<file path="src/smau_pkg.sv">
// Shared types and constants for the stack machine arithmetic unit.
package smau_pkg;

    typedef enum logic [3:0] {
        OP_PUSH  = 4'd0,
        OP_ADD   = 4'd1,
        OP_SUB   = 4'd2,
        OP_MUL   = 4'd3,
        OP_DIV   = 4'd4,
        OP_MOD   = 4'd5,
        OP_DUP   = 4'd6,
        OP_DROP  = 4'd7,
        OP_SWAP  = 4'd8,
        OP_OVER  = 4'd9,
        OP_EQ    = 4'd10,
        OP_GT    = 4'd11,
        OP_LT    = 4'd12,
        OP_NOT   = 4'd13,
        OP_TRUNC = 4'd14,
        OP_NOP   = 4'd15
    } op_t;

    localparam logic [1:0] ST_OK    = 2'd0;
    localparam logic [1:0] ST_UNDER = 2'd1;
    localparam logic [1:0] ST_OVER  = 2'd2;
    localparam logic [1:0] ST_DIVZ  = 2'd3;

    localparam logic [31:0] Q_ONE = 32'h0001_0000;

    // Divider geometry: Q16.16 dividend widened by 16 fraction bits.
    localparam int DVD_W = 48;
    localparam int DVS_W = 32;

    typedef struct packed {
        logic [3:0]         operation;
        logic signed [31:0] push_value;
    } in_t;

    typedef struct packed {
        logic signed [31:0] top_value;
        logic [5:0]         depth;
        logic [1:0]         status;
        logic               saturated;
    } out_t;

    // Classified command held in the queue between front and back.
    typedef struct packed {
        op_t         op;
        logic [31:0] value;
        logic [1:0]  need;
        logic        grow;
    } cmd_t;

    typedef enum logic [3:0] {
        B_IDLE,
        B_RD_R,
        B_RD_L,
        B_CAP_L,
        B_EXEC,
        B_MUL,
        B_DIV,
        B_FIN,
        B_WR2,
        B_DONE
    } bstate_t;

endpackage

</file>
<file path="src/smau_ram.sv">
// Generic single-write, single-read RAM with registered read data.
module smau_ram #(
    parameter int WIDTH = 32,
    parameter int DEPTH = 32
) (
    input  logic                     clk,
    input  logic                     we,
    input  logic [$clog2(DEPTH)-1:0] waddr,
    input  logic [WIDTH-1:0]         wdata,
    input  logic [$clog2(DEPTH)-1:0] raddr,
    output logic [WIDTH-1:0]         rdata
);
    logic [WIDTH-1:0] mem [DEPTH];

    always_ff @(posedge clk)
    begin
        if (we)
        begin
            mem[waddr] <= wdata;
        end
        rdata <= mem[raddr];
    end
endmodule

</file>
<file path="src/smau_div.sv">
// Restoring unsigned divider, one quotient bit per cycle.
module smau_div (
    input  logic                        clk,
    input  logic                        rst_n,
    input  logic                        start,
    input  logic [smau_pkg::DVD_W-1:0]  dividend,
    input  logic [smau_pkg::DVS_W-1:0]  divisor,
    output logic                        done,
    output logic [smau_pkg::DVD_W-1:0]  quotient,
    output logic [smau_pkg::DVS_W-1:0]  remainder
);
    import smau_pkg::*;

    localparam int CW = $clog2(DVD_W);

    logic [DVD_W-1:0] quo_reg, quo_next;
    logic [DVS_W-1:0] rem_reg, rem_next;
    logic [DVS_W-1:0] dvs_reg;
    logic [CW-1:0]    cnt_reg;
    logic             run_reg, done_reg;
    logic [DVS_W:0]   shifted, diff;

    always_comb
    begin
        shifted = {rem_reg, quo_reg[DVD_W-1]};
        diff    = shifted - {1'b0, dvs_reg};
        if (!diff[DVS_W])
        begin
            rem_next = diff[DVS_W-1:0];
            quo_next = {quo_reg[DVD_W-2:0], 1'b1};
        end
        else
        begin
            rem_next = shifted[DVS_W-1:0];
            quo_next = {quo_reg[DVD_W-2:0], 1'b0};
        end
    end

    always_ff @(posedge clk or negedge rst_n)
    begin
        if (!rst_n)
        begin
            run_reg  <= 1'b0;
            done_reg <= 1'b0;
            cnt_reg  <= '0;
        end
        else
        begin
            done_reg <= 1'b0;
            if (start)
            begin
                run_reg <= 1'b1;
                cnt_reg <= '0;
            end
            else if (run_reg)
            begin
                cnt_reg <= cnt_reg + 1'b1;
                if (cnt_reg == CW'(DVD_W - 1))
                begin
                    run_reg  <= 1'b0;
                    done_reg <= 1'b1;
                end
            end
        end
    end

    always_ff @(posedge clk)
    begin
        if (start)
        begin
            quo_reg <= dividend;
            rem_reg <= '0;
            dvs_reg <= divisor;
        end
        else if (run_reg)
        begin
            quo_reg <= quo_next;
            rem_reg <= rem_next;
        end
    end

    assign done      = done_reg;
    assign quotient  = quo_reg;
    assign remainder = rem_reg;
endmodule

</file>
<file path="src/smau_front.sv">
// Front end: accept items, classify stack needs, queue them for the back end.
module smau_front (
    input  logic           clk,
    input  logic           rst_n,
    input  logic           in_valid,
    output logic           in_stall,
    input  smau_pkg::in_t  in_data,
    output logic           cmd_valid,
    output smau_pkg::cmd_t cmd,
    input  logic           cmd_pop
);
    import smau_pkg::*;

    cmd_t       slot_reg [2];
    logic       wr_ptr_reg, rd_ptr_reg;
    logic [1:0] cnt_reg;
    cmd_t       cls;
    logic       push;

    // Classify: entries consumed and whether the stack grows.
    always_comb
    begin
        cls.op    = op_t'(in_data.operation);
        cls.value = in_data.push_value;
        cls.need  = 2'd0;
        cls.grow  = 1'b0;
        case (op_t'(in_data.operation))
            OP_PUSH:  cls.grow = 1'b1;
            OP_ADD, OP_SUB, OP_MUL, OP_DIV, OP_MOD,
            OP_EQ, OP_GT, OP_LT, OP_SWAP:
                cls.need = 2'd2;
            OP_DUP:
            begin
                cls.need = 2'd1;
                cls.grow = 1'b1;
            end
            OP_DROP, OP_NOT, OP_TRUNC:
                cls.need = 2'd1;
            OP_OVER:
            begin
                cls.need = 2'd2;
                cls.grow = 1'b1;
            end
            default: cls.need = 2'd0;
        endcase
    end

    assign in_stall  = (cnt_reg == 2'd2);
    assign push      = in_valid && !in_stall;
    assign cmd_valid = (cnt_reg != 2'd0);
    assign cmd       = slot_reg[rd_ptr_reg];

    always_ff @(posedge clk or negedge rst_n)
    begin
        if (!rst_n)
        begin
            wr_ptr_reg <= 1'b0;
            rd_ptr_reg <= 1'b0;
            cnt_reg    <= 2'd0;
        end
        else
        begin
            if (push)
            begin
                wr_ptr_reg <= !wr_ptr_reg;
            end
            if (cmd_pop)
            begin
                rd_ptr_reg <= !rd_ptr_reg;
            end
            cnt_reg <= cnt_reg + 2'(push) - 2'(cmd_pop);
        end
    end

    always_ff @(posedge clk)
    begin
        if (push)
        begin
            slot_reg[wr_ptr_reg] <= cls;
        end
    end
endmodule

</file>
<file path="src/smau_back.sv">
// Back end: stack memory, execution sequencer, divider and result register.
module smau_back #(
    parameter int STACK_DEPTH = 32
) (
    input  logic           clk,
    input  logic           rst_n,
    input  logic           cmd_valid,
    input  smau_pkg::cmd_t cmd,
    output logic           cmd_pop,
    output logic           out_valid,
    input  logic           out_stall,
    output smau_pkg::out_t out_data
);
    import smau_pkg::*;

    localparam int AW  = $clog2(STACK_DEPTH);
    localparam int SPW = $clog2(STACK_DEPTH + 1);

    bstate_t        state_reg, state_next;
    cmd_t           cmd_reg;
    logic [SPW-1:0] sp_reg, sp_new_reg;
    logic [31:0]    r_reg, l_reg;
    logic signed [63:0] prod_reg;
    logic           w1_en_reg, w2_en_reg;
    logic [AW-1:0]  w1_addr_reg, w2_addr_reg;
    logic [31:0]    w1_data_reg, w2_data_reg;
    logic [31:0]    res_top_reg;
    logic [1:0]     res_status_reg;
    logic           res_sat_reg;
    logic           out_valid_reg;
    out_t           out_data_reg;

    // Memory and divider controls
    logic           ram_we;
    logic [AW-1:0]  ram_waddr, ram_raddr;
    logic [31:0]    ram_wdata, ram_rdata;
    logic           div_start, div_done;
    logic [DVD_W-1:0] div_dvd, div_quo;
    logic [DVS_W-1:0] div_dvs, div_rem;

    // Stack addresses
    logic [SPW-1:0] sp_inc, sp_dec, sp_dec2;
    logic [AW-1:0]  a_top, a_sec, a_new;
    logic           out_free;

    // Operand forms
    logic [32:0]    r_mag, l_mag;
    logic [16:0]    ri_mag, li_mag;
    logic [32:0]    trunc_mag;
    logic [31:0]    trunc_val;

    // Execute decode
    logic           e_under, e_over, e_divz, e_err, e_mul, e_div;
    logic           e_w1_en, e_w2_en;
    logic [AW-1:0]  e_w1_addr;
    logic [31:0]    e_w1_data, e_top;
    logic [SPW-1:0] e_sp;

    // Multiply and divide results
    logic [31:0]    mul_res, div_res, mod_res, dv_res;
    logic           mul_sat, div_sat, div_neg;
    logic [31:0]    mod_signed;

    assign sp_inc  = sp_reg + 1'b1;
    assign sp_dec  = sp_reg - 1'b1;
    assign sp_dec2 = sp_reg - SPW'(2);
    assign a_top   = sp_dec[AW-1:0];
    assign a_sec   = sp_dec2[AW-1:0];
    assign a_new   = sp_reg[AW-1:0];
    assign out_free = !out_valid_reg || !out_stall;

    assign r_mag  = r_reg[31] ? (33'd0 - {1'b1, r_reg}) : {1'b0, r_reg};
    assign l_mag  = l_reg[31] ? (33'd0 - {1'b1, l_reg}) : {1'b0, l_reg};
    assign ri_mag = r_mag[32:16];
    assign li_mag = l_mag[32:16];
    assign trunc_mag = {ri_mag, 16'h0000};
    assign trunc_val = r_reg[31] ? (32'd0 - trunc_mag[31:0]) : trunc_mag[31:0];

    always_comb
    begin
        e_under = (sp_reg < SPW'(cmd_reg.need));
        e_over  = cmd_reg.grow && (sp_reg >= SPW'(STACK_DEPTH));
        e_divz  = ((cmd_reg.op == OP_DIV) && (r_reg == 32'd0))
               || ((cmd_reg.op == OP_MOD) && (ri_mag == 17'd0));
        e_err   = e_under || e_over || e_divz;
        e_mul   = !e_err && (cmd_reg.op == OP_MUL);
        e_div   = !e_err && ((cmd_reg.op == OP_DIV) || (cmd_reg.op == OP_MOD));

        e_w1_en   = 1'b0;
        e_w2_en   = 1'b0;
        e_w1_addr = a_sec;
        e_w1_data = 32'd0;
        e_sp      = sp_reg;
        e_top     = (sp_reg != '0) ? r_reg : 32'd0;
        if (!e_err)
        begin
            case (cmd_reg.op)
                OP_PUSH:
                begin
                    e_w1_en = 1'b1; e_w1_addr = a_new; e_w1_data = cmd_reg.value;
                    e_sp = sp_inc; e_top = cmd_reg.value;
                end
                OP_ADD, OP_SUB, OP_EQ, OP_GT, OP_LT:
                begin
                    case (cmd_reg.op)
                        OP_ADD:  e_w1_data = l_reg + r_reg;
                        OP_SUB:  e_w1_data = l_reg - r_reg;
                        OP_EQ:   e_w1_data = (l_reg == r_reg) ? Q_ONE : 32'd0;
                        OP_GT:   e_w1_data = ($signed(l_reg) > $signed(r_reg)) ? Q_ONE : 32'd0;
                        default: e_w1_data = ($signed(l_reg) < $signed(r_reg)) ? Q_ONE : 32'd0;
                    endcase
                    e_w1_en = 1'b1; e_w1_addr = a_sec;
                    e_sp = sp_dec; e_top = e_w1_data;
                end
                OP_DUP:
                begin
                    e_w1_en = 1'b1; e_w1_addr = a_new; e_w1_data = r_reg;
                    e_sp = sp_inc; e_top = r_reg;
                end
                OP_DROP:
                begin
                    e_sp = sp_dec; e_top = (sp_dec != '0) ? l_reg : 32'd0;
                end
                OP_SWAP:
                begin
                    e_w1_en = 1'b1; e_w1_addr = a_top; e_w1_data = l_reg;
                    e_w2_en = 1'b1; e_top = l_reg;
                end
                OP_OVER:
                begin
                    e_w1_en = 1'b1; e_w1_addr = a_new; e_w1_data = l_reg;
                    e_sp = sp_inc; e_top = l_reg;
                end
                OP_NOT:
                begin
                    e_w1_en = 1'b1; e_w1_addr = a_top;
                    e_w1_data = (r_reg == 32'd0) ? Q_ONE : 32'd0; e_top = e_w1_data;
                end
                OP_TRUNC:
                begin
                    e_w1_en = 1'b1; e_w1_addr = a_top; e_w1_data = trunc_val;
                    e_top = trunc_val;
                end
                default: e_sp = sp_reg;
            endcase
        end
    end

    // Product is floored by the arithmetic shift, then clamped.
    always_comb
    begin
        mul_sat = !((prod_reg[63:47] == 17'h00000) || (prod_reg[63:47] == 17'h1FFFF));
        if (!mul_sat)
            mul_res = prod_reg[47:16];
        else if (prod_reg[63])
            mul_res = 32'h8000_0000;
        else
            mul_res = 32'h7FFF_FFFF;
    end

    always_comb
    begin
        div_neg = l_reg[31] ^ r_reg[31];
        div_sat = 1'b0;
        if (!div_neg)
        begin
            div_sat = (div_quo > DVD_W'(32'h7FFF_FFFF));
            div_res = div_sat ? 32'h7FFF_FFFF : div_quo[31:0];
        end
        else
        begin
            div_sat = (div_quo > DVD_W'(32'h8000_0000));
            div_res = div_sat ? 32'h8000_0000 : (32'd0 - div_quo[31:0]);
        end
        mod_signed = l_reg[31] ? (32'd0 - div_rem) : div_rem;
        mod_res    = {mod_signed[15:0], 16'h0000};
        dv_res     = (cmd_reg.op == OP_MOD) ? mod_res : div_res;
    end

    always_comb
    begin
        if (cmd_reg.op == OP_MOD)
        begin
            div_dvd = DVD_W'(li_mag);
            div_dvs = DVS_W'(ri_mag);
        end
        else
        begin
            div_dvd = {l_mag[31:0], 16'h0000};
            div_dvs = r_mag[31:0];
        end
    end

    // Next state
    always_comb
    begin
        state_next = state_reg;
        case (state_reg)
            B_IDLE:  if (cmd_valid) state_next = B_RD_R;
            B_RD_R:  state_next = B_RD_L;
            B_RD_L:  state_next = B_CAP_L;
            B_CAP_L: state_next = B_EXEC;
            B_EXEC:
            begin
                if (e_mul)
                    state_next = B_MUL;
                else if (e_div)
                    state_next = B_DIV;
                else
                    state_next = B_FIN;
            end
            B_MUL:   state_next = B_FIN;
            B_DIV:   if (div_done) state_next = B_FIN;
            B_FIN:   state_next = w2_en_reg ? B_WR2 : B_DONE;
            B_WR2:   state_next = B_DONE;
            B_DONE:  if (out_free) state_next = B_IDLE;
            default: state_next = B_IDLE;
        endcase
    end

    // Outputs of the sequencer
    always_comb
    begin
        cmd_pop   = 1'b0;
        div_start = 1'b0;
        ram_we    = 1'b0;
        ram_waddr = w1_addr_reg;
        ram_wdata = w1_data_reg;
        ram_raddr = a_top;
        case (state_reg)
            B_IDLE:  cmd_pop = cmd_valid;
            B_RD_L:  ram_raddr = a_sec;
            B_EXEC:  div_start = e_div;
            B_FIN:   ram_we = w1_en_reg;
            B_WR2:
            begin
                ram_we    = 1'b1;
                ram_waddr = w2_addr_reg;
                ram_wdata = w2_data_reg;
            end
            default: ram_raddr = a_top;
        endcase
    end

    always_ff @(posedge clk or negedge rst_n)
    begin
        if (!rst_n)
        begin
            state_reg     <= B_IDLE;
            sp_reg        <= '0;
            out_valid_reg <= 1'b0;
        end
        else
        begin
            state_reg <= state_next;
            if (state_reg == B_DONE && out_free)
            begin
                sp_reg        <= sp_new_reg;
                out_valid_reg <= 1'b1;
            end
            else if (!out_stall)
            begin
                out_valid_reg <= 1'b0;
            end
        end
    end

    always_ff @(posedge clk)
    begin
        case (state_reg)
            B_IDLE:  cmd_reg <= cmd;
            B_RD_L:  r_reg <= ram_rdata;
            B_CAP_L: l_reg <= ram_rdata;
            B_EXEC:
            begin
                prod_reg       <= $signed(r_reg) * $signed(l_reg);
                w1_en_reg      <= e_w1_en;
                w1_addr_reg    <= e_w1_addr;
                w1_data_reg    <= e_w1_data;
                w2_en_reg      <= e_w2_en;
                w2_addr_reg    <= a_sec;
                w2_data_reg    <= r_reg;
                sp_new_reg     <= e_sp;
                res_top_reg    <= e_top;
                res_sat_reg    <= 1'b0;
                res_status_reg <= e_under ? ST_UNDER : e_over ? ST_OVER
                                : e_divz ? ST_DIVZ : ST_OK;
            end
            B_MUL:
            begin
                w1_en_reg   <= 1'b1;
                w1_addr_reg <= a_sec;
                w1_data_reg <= mul_res;
                sp_new_reg  <= sp_dec;
                res_top_reg <= mul_res;
                res_sat_reg <= mul_sat;
            end
            B_DIV:
            begin
                w1_en_reg   <= 1'b1;
                w1_addr_reg <= a_sec;
                w1_data_reg <= dv_res;
                sp_new_reg  <= sp_dec;
                res_top_reg <= dv_res;
                res_sat_reg <= (cmd_reg.op == OP_DIV) && div_sat;
            end
            B_DONE:
            begin
                if (out_free)
                begin
                    out_data_reg.top_value <= res_top_reg;
                    out_data_reg.depth     <= 6'(sp_new_reg);
                    out_data_reg.status    <= res_status_reg;
                    out_data_reg.saturated <= res_sat_reg;
                end
            end
            default: w2_en_reg <= w2_en_reg;
        endcase
    end

    smau_ram #(
        .WIDTH(32),
        .DEPTH(STACK_DEPTH)
    ) u_ram (
        .clk   (clk),
        .we    (ram_we),
        .waddr (ram_waddr),
        .wdata (ram_wdata),
        .raddr (ram_raddr),
        .rdata (ram_rdata)
    );

    smau_div u_div (
        .clk       (clk),
        .rst_n     (rst_n),
        .start     (div_start),
        .dividend  (div_dvd),
        .divisor   (div_dvs),
        .done      (div_done),
        .quotient  (div_quo),
        .remainder (div_rem)
    );

    assign out_valid = out_valid_reg;
    assign out_data  = out_data_reg;
endmodule

</file>
<file path="src/stack_machine_arith_unit.sv">
// Top level of the stack machine arithmetic unit.
// Operand stack of a postfix evaluator on signed Q16.16 values. Each input
// transfer carries one operation (push, add, sub, mul, div, mod, dup, drop,
// swap, over, eq, gt, lt, not, trunc, nop) and yields exactly one output
// transfer with the new top of stack (zero when empty), the depth, a status
// code (ok, underflow, overflow, divide by zero) and a saturation flag for
// clamped mul and div results. A failing operation leaves the stack as it
// was. The front end classifies each transfer and holds up to two of them in
// a queue; the back end reads the top two entries from a stack RAM with one
// write and one read port, executes, and writes back. Mul passes through a
// product state; div and mod run through a restoring divider that retires
// one quotient bit per cycle over all 48 bits of the widened dividend.
// The result register lets the next operation start while a result waits.
// Stack entries are not cleared at reset; only written entries are used.
module stack_machine_arith_unit #(
    parameter int STACK_DEPTH = 32
) (
    input  logic           clk,
    input  logic           rst_n,
    input  logic           in_valid,
    output logic           in_stall,
    input  smau_pkg::in_t  in_data,
    output logic           out_valid,
    input  logic           out_stall,
    output smau_pkg::out_t out_data
);
    import smau_pkg::*;

    // Queue between front and back
    logic cmd_valid;
    logic cmd_pop;
    cmd_t cmd;

    // Accept and classify transfers; hold them until the back end is free.
    smau_front u_front (
        .clk       (clk),
        .rst_n     (rst_n),
        .in_valid  (in_valid),
        .in_stall  (in_stall),
        .in_data   (in_data),
        .cmd_valid (cmd_valid),
        .cmd       (cmd),
        .cmd_pop   (cmd_pop)
    );

    // Execute one command at a time against the stack memory.
    smau_back #(
        .STACK_DEPTH(STACK_DEPTH)
    ) u_back (
        .clk       (clk),
        .rst_n     (rst_n),
        .cmd_valid (cmd_valid),
        .cmd       (cmd),
        .cmd_pop   (cmd_pop),
        .out_valid (out_valid),
        .out_stall (out_stall),
        .out_data  (out_data)
    );
endmodule

</file>
<file path="config.mk">
export PLATFORM = sky130hd
export DESIGN_NAME = stack_machine_arith_unit
export DESIGN_NICKNAME = d
export VERILOG_FILES = /design/src/smau_pkg.sv /design/src/smau_ram.sv /design/src/smau_div.sv /design/src/smau_front.sv /design/src/smau_back.sv /design/src/stack_machine_arith_unit.sv
export SDC_FILE = /design/constraint.sdc
export NUM_CORES = 2
export LEC_CHECK = 0
export BUFFER_PORTS_ARGS = -buffer_cell sky130_fd_sc_hd__buf_2
export CORE_ASPECT_RATIO = 1.4
export CORE_UTILIZATION = 36
export CTS_CLUSTER_DIAMETER = 40
export DETAILED_ROUTE_END_ITERATION = 10
export PLACE_DENSITY = 0.48
export SYNTH_ARGS = -nofsm -noshare
export SYNTH_HDL_FRONTEND = slang
export SYNTH_HIERARCHICAL = 1
export SYNTH_SLANG_ARGS = --single-unit
</file>
<file path="constraint.sdc">
create_clock -name clk -period 12.46 [get_ports clk]
set_input_delay 0 -clock clk [delete_from_list [all_inputs] [get_ports clk]]
set_output_delay 0 -clock clk [all_outputs]
set_load 0.02 [all_outputs]
</file>
---- Word level (Yosys, flattened, before mapping) ----
Memories as Yosys holds them, arrays and structs flattened. A register that Yosys moved wholly into a read port is not among the register bits.
Index checks and enable logic that the tools add are counted.
operators by class
  multipliers ............................. 1
  $add $sub $neg .......................... 14
  reduce and logical (&&, ||, !) cells .... 45
  bitwise operators ....................... 1
  magnitude comparators ................... 6
  multiplexer cells ....................... 72
  equality and inequality tests ........... 45
operators with widths
  kind                                                   number
  2-to-1 mux 32 bit                                      13
  one-hot mux 32 bit (7 select lines)                    1
  one-hot mux 32 bit (3 select lines)                    2
  one-hot mux 32 bit (6 select lines)                    1
  2-to-1 mux 48 bit                                      3
  one-hot mux 32 bit (4 select lines)                    1
  2-to-1 mux 17 bit                                      5
  2-to-1 mux 33 bit                                      2
  subtractor 1 x 33 -> 33 bit (first input constant)     2
  equality test 4 bit (second input constant)            16
  multiplier 32 x 32 -> 64 bit                           1
  subtractor 1 x 32 -> 32 bit (first input constant)     2
  equality test 4 x 3 -> 1 bit (second input constant)   12
  > comparator 48 x 31 -> 1 bit (second input constant)  1
  > comparator 48 x 32 -> 1 bit (second input constant)  1
  one-hot mux 4 bit (10 select lines)                    1
  zero test 17 bit                                       2
  subtractor 33 x 32 -> 33 bit                           1
  adder 32 bit                                           1
  equality test 32 bit                                   1
  > comparator 32 bit                                    1
  zero test 32 bit                                       1
  less-than comparator 32 bit                            1
  subtractor 32 bit                                      1
  43 further kinds                                       111
word-level totals
  output and inout bits ................... 43
  bits of input ports ..................... 40
  register bits ........................... 421
  bits in writable memories ............... 1102
  memories ................................ 2
memories
  memory            words  bits a word  rd ports  clocked after memory_dff  write ports  RTL line          RTL
  u_back.u_ram.mem  32     32           1         1                         1            smau_ram.sv:13    logic [WIDTH-1:0] mem [DEPTH];
  u_front.slot_reg  2      39           1         1                         1            smau_front.sv:14  cmd_t slot_reg [2];

---- Depth between registers and ports, before layout ----
  depth in word-level cells ............... 11
  depth in mapped cells ................... 33
  depth with buffers taken out ............ 29

---- Cells and area by module ----
The synthesis kept the hierarchy.
by module, submodules not included
  module      sequential area each (um^2)  instances  area an instance (um^2)  cells an instance
  smau_back   9554.2                       1          56122.6                  5962
  smau_ram    31390.1                      1          40492.6                  2260
  smau_div    3243.1                       1          6662.6                   597
  smau_front  2442.3                       1          3081.7                   148

---- Worst setup path before layout ----
No wires, ideal clock.
  kind .................................... register -> register
  from .................................... reg u_back.r_reg[31]
  to ...................................... reg u_back.prod_reg[63] (data pin)
  period minus slack after synthesis ...... 9983 ps
  arrival time ............................ 9723 ps
  data required time ...................... 12200 ps
  path slack .............................. 2477 ps
  library setup time ...................... 260 ps
  cell stages (with the launch flop) ...... 31
  cells stage by stage .................... edfxtp_1 > buf_1 > clkbuf_1 > clkbuf_1 > clkbuf_1 > clkbuf_1 > buf_1 > nand2_1 > fa_1 > fa_1 > inv_1 > fa_1 > fa_1 > inv_1 > fa_1 > inv_1 > fa_1 > inv_1 > fa_1 > inv_1 > fa_1 > ha_1 > a21o_1 > a21oi_1 > o22ai_1 > o41ai_1 > o221ai_1 > or4b_2 > a31o_2 > a21oi_1 > xnor2_1
on the way
  cells in the longest elaborated chain, start to end .. 1
ends and longest elaborated chain
  what                          RTL line          RTL
  start, declared               smau_back.sv:22   logic [31:0] r_reg, l_reg;
  start signal, assigned        smau_back.sv:272  B_RD_L: r_reg <= ram_rdata;
  multiplier 32 x 32 -> 64 bit  smau_back.sv:276  prod_reg <= $signed(r_reg) * $signed(l_reg);
  end signal, assigned          smau_back.sv:276
  end, declared                 smau_back.sv:23   logic signed [63:0] prod_reg;
No other way between the ends.
A chain may end at the register's enable or synchronous reset.

---- Worst setup path in the final report ----
  from .................................... reg u_back.r_reg[13]
  to ...................................... reg u_back.prod_reg[63] (data pin)
The elaborated chain is that of the path after synthesis.

==> flow_metrics.env <==
export IMPL_max_freq_mhz=99.3
export IMPL_firstDrtPassIters=9
export IMPL_tightest_slew_ps=1510
export IMPL_hold_viol_final=0
export IMPL_violations="max-capacitance violations, max-slew violations"
export IMPL_grt_use_total=0.258
export IMPL_synth_area_leaders="edfxtp_1, fa_1, mux2i_1"
export IMPL_yosysSeqAreaShare=0.438
export IMPL_critical_path_top_delay_family="adder cells"
export IMPL_io_pins=83
export IMPL_hold_end="u_back/out_valid"
export IMPL_grt_max_degree=128
export IMPL_drive_above_1_share=0.106
export IMPL_min_path_type="input port to register"
export IMPL_path_cells="buf_4, ha_1, fa_1, inv_1, fa_1, fa_1, fa_1, inv_1, fa_1, fa_1, fa_1, fa_1, ha_1, nand2_1, or3_1, a31oi_1, or4_1, o21ai_0, a21oi_1, or4b_2, a31o_2, a21oi_1, xnor2_1"
export IMPL_fp_dieH_um=645
export IMPL_slew_violations=7
export IMPL_numCtsBuffers=266
export IMPL_antenna_found_initial=25
export IMPL_port_buffer_count=82
export IMPL_r2r_cells=23
export IMPL_cts_sinks=1578
export IMPL_crit_top_cell="fa_1"
export IMPL_fp_dieW_um=461
export IMPL_ys_warn_count=6
export IMPL_worstHoldStart="out_stall"
export IMPL_fin_ws_ps=2390
export IMPL_cts_path_max_buffers=4
export IMPL_synthFlopType="edfxtp_1"
export IMPL_final_cell_mix="edfxtp_1, inv_1, fa_1, nand2_1, mux2i_1"
export IMPL_crit_type="register to register"
export IMPL_htreeDepth=5
export IMPL_grt_overflow=0
export IMPL_synth_top_area_frac=0.421
export IMPL_critPathMaxStageDelay_ps=930
export IMPL_grt_pass1_wl_um=549000
export IMPL_max_cap_viol_count=1
export IMPL_worst_r2r_setup_slack_ps=2390
export IMPL_clock_skew_ps=71.2
export IMPL_clkTransAtPathRegs_ps=60
export IMPL_slowest_stage="o21ai_0"
export IMPL_period_share=0.808
export IMPL_rsz0062_at_grt="false"
export IMPL_synth_nets=10400
export IMPL_synthToLayoutAreaGrowth_pct=13.8
export IMPL_regToRegEndpoint="u_back/prod_reg[63]"
export IMPL_vias=71500
export IMPL_dieArea_um2=298000
export IMPL_ys_seq_elements=1578
export IMPL_dp_hpwl_um=267000
export IMPL_wl_um=381000
export IMPL_whs_ps=91.8
export IMPL_grt_pass1_vias=75700
export IMPL_syn_inst=8967
export IMPL_ys_types=103
export IMPL_gp_congestion=0.977
export IMPL_post_place_ws_ps=2560
export IMPL_critPathBufInv=3
export IMPL_viasPerCell=5.41
export IMPL_synth_largest_area_cell="edfxtp_1"
export IMPL_fin_util=0.413
export IMPL_route_detailed_drc=0
export IMPL_slew_headroom=-0.0148
export IMPL_synth_edff_count=1491
export IMPL_start_kind="register"
export IMPL_drt_iter0_drc=6149
export IMPL_hold_depth=4
export IMPL_status="complete, but fails checks"
export IMPL_async_flop_share=0.0146
export IMPL_critical_path_arrival_ps=10600
export IMPL_core_um2=293000
export IMPL_cts_tree="built"
export IMPL_largest_reg_flops=1024
export IMPL_worstPathRequired_ps=12990
export IMPL_r2r_start="u_back/r_reg[13]"
export IMPL_fp_row_count=235
export IMPL_wire_per_inst_um=28.8
export IMPL_cts_root_buf="clkbuf_16"
export IMPL_worstPathMaxFanout=18
export IMPL_tns_ps=0
export IMPL_clk_latency_ps=850
export IMPL_endpoint_kind="register"
export IMPL_mostFrequentLayoutCell="edfxtp_1"
export IMPL_period_needed_ps=10070
export IMPL_start_util=0.363
export IMPL_syn_area_um2=106000
export IMPL_nets=10500
export IMPL_ant_nets=0
export IMPL_syn_area_per_cell_um2=11.9
export IMPL_setup_violations=0
per-stage QoR:
step	cell area, um^2	std cells
finish	121000	13200
global route	121000	13200
CTS	121000	13200
detailed placement	111000	12600
global placement	111000	12600
floorplan	106000	8967
worst max path at each step:
stage	depth (start not counted)	slack, ps	end	from
6_report	23	2390	u_back/prod_reg[63]	u_back/r_reg[13]
5_1_grt	27	2000	u_back/prod_reg[63]	u_back/l_reg[0]
4_1_cts	23	2500	u_back/prod_reg[63]	u_back/r_reg[13]
3_5_place_dp	27	2560	u_back/prod_reg[63]	u_back/r_reg[10]
3_3_place_gp	23	2580	u_back/prod_reg[63]	u_back/r_reg[13]
2_1_floorplan	30	2480	u_back/prod_reg[63]	u_back/r_reg[31]
worst register-to-register path, cell delays in order, from the launching register on:
cell and delay [ps]:
edfxtp_1 860, buf_4 460, ha_1 490, fa_1 490, inv_1 80, fa_1 440, fa_1 470, fa_1 540
inv_1 50, fa_1 560, fa_1 460, fa_1 520, fa_1 420, ha_1 410, nand2_1 150, or3_1 240
a31oi_1 140, or4_1 560, o21ai_0 930, a21oi_1 300, or4b_2 690, a31o_2 270, a21oi_1 170, xnor2_1 80
Yosys cell counts, drive strengths merged, types with 36 or more instances:
master	n
and2	446
a22o	69
xnor2	127
mux2i	546
edfxtp	1491
a22oi	104
clkbuf	388
mux2	129
nand3	163
a31oi	69
nand4	45
a21o	45
o21ai	204
nand2b	42
nor4	44
fa	1084
a211oi	49
buf	137
or3	36
nand2	792
inv	1148
nor2	394
xor2	78
ha	291
a21oi	369
dfxtp	64
nor3	113
what timing repair did:
| action | in CTS | in global routing |
|---|---|---|
| buffers inserted | 0 | 0 |
| hold buffers | 77 | 0 |
| hold endpoints to repair | 119 | 0 |
| endpoints found under the setup margin | 0 | 0 |
| gates resized for setup | 0 | 0 |
final cells by class:
cell class	instances	area, um^2
Timing Repair Buffer	375	2930
Clock inverter	171	1930
Sequential cell	1578	46600
Tap cell	3910	4890
Clock buffer	303	6890
Inverter	1151	4320
Multi-Input combinational cell	5713	53500
Antenna cell	13	32.5
Fill cell	27700	172000
cell families after synthesis:
kind of cell / share of synthesized area
XOR/XNOR: 0.0169
multiplexers: 0.0651
adder cells (fa/ha/maj): 0.238
buffers and inverters: 0.0629
AND/OR/NAND/NOR: 0.100
AO/OA/AOI/OAI: 0.0781
flip-flops: 0.438
layer usage:
metal / routed length (um) / global-route usage / up-vias
met3: 19900 / 0.0397 / 859
met2: 189000 / 0.439 / 2314
met1: 147000 / 0.308 / 37400
met5: 58 / 0 / -
li1: - / - / 31000
met4: 25600 / 0.148 / 8
Power is not shown: default switching activity piles up to over one toggle a cycle in this logic, so the estimate is an artifact.
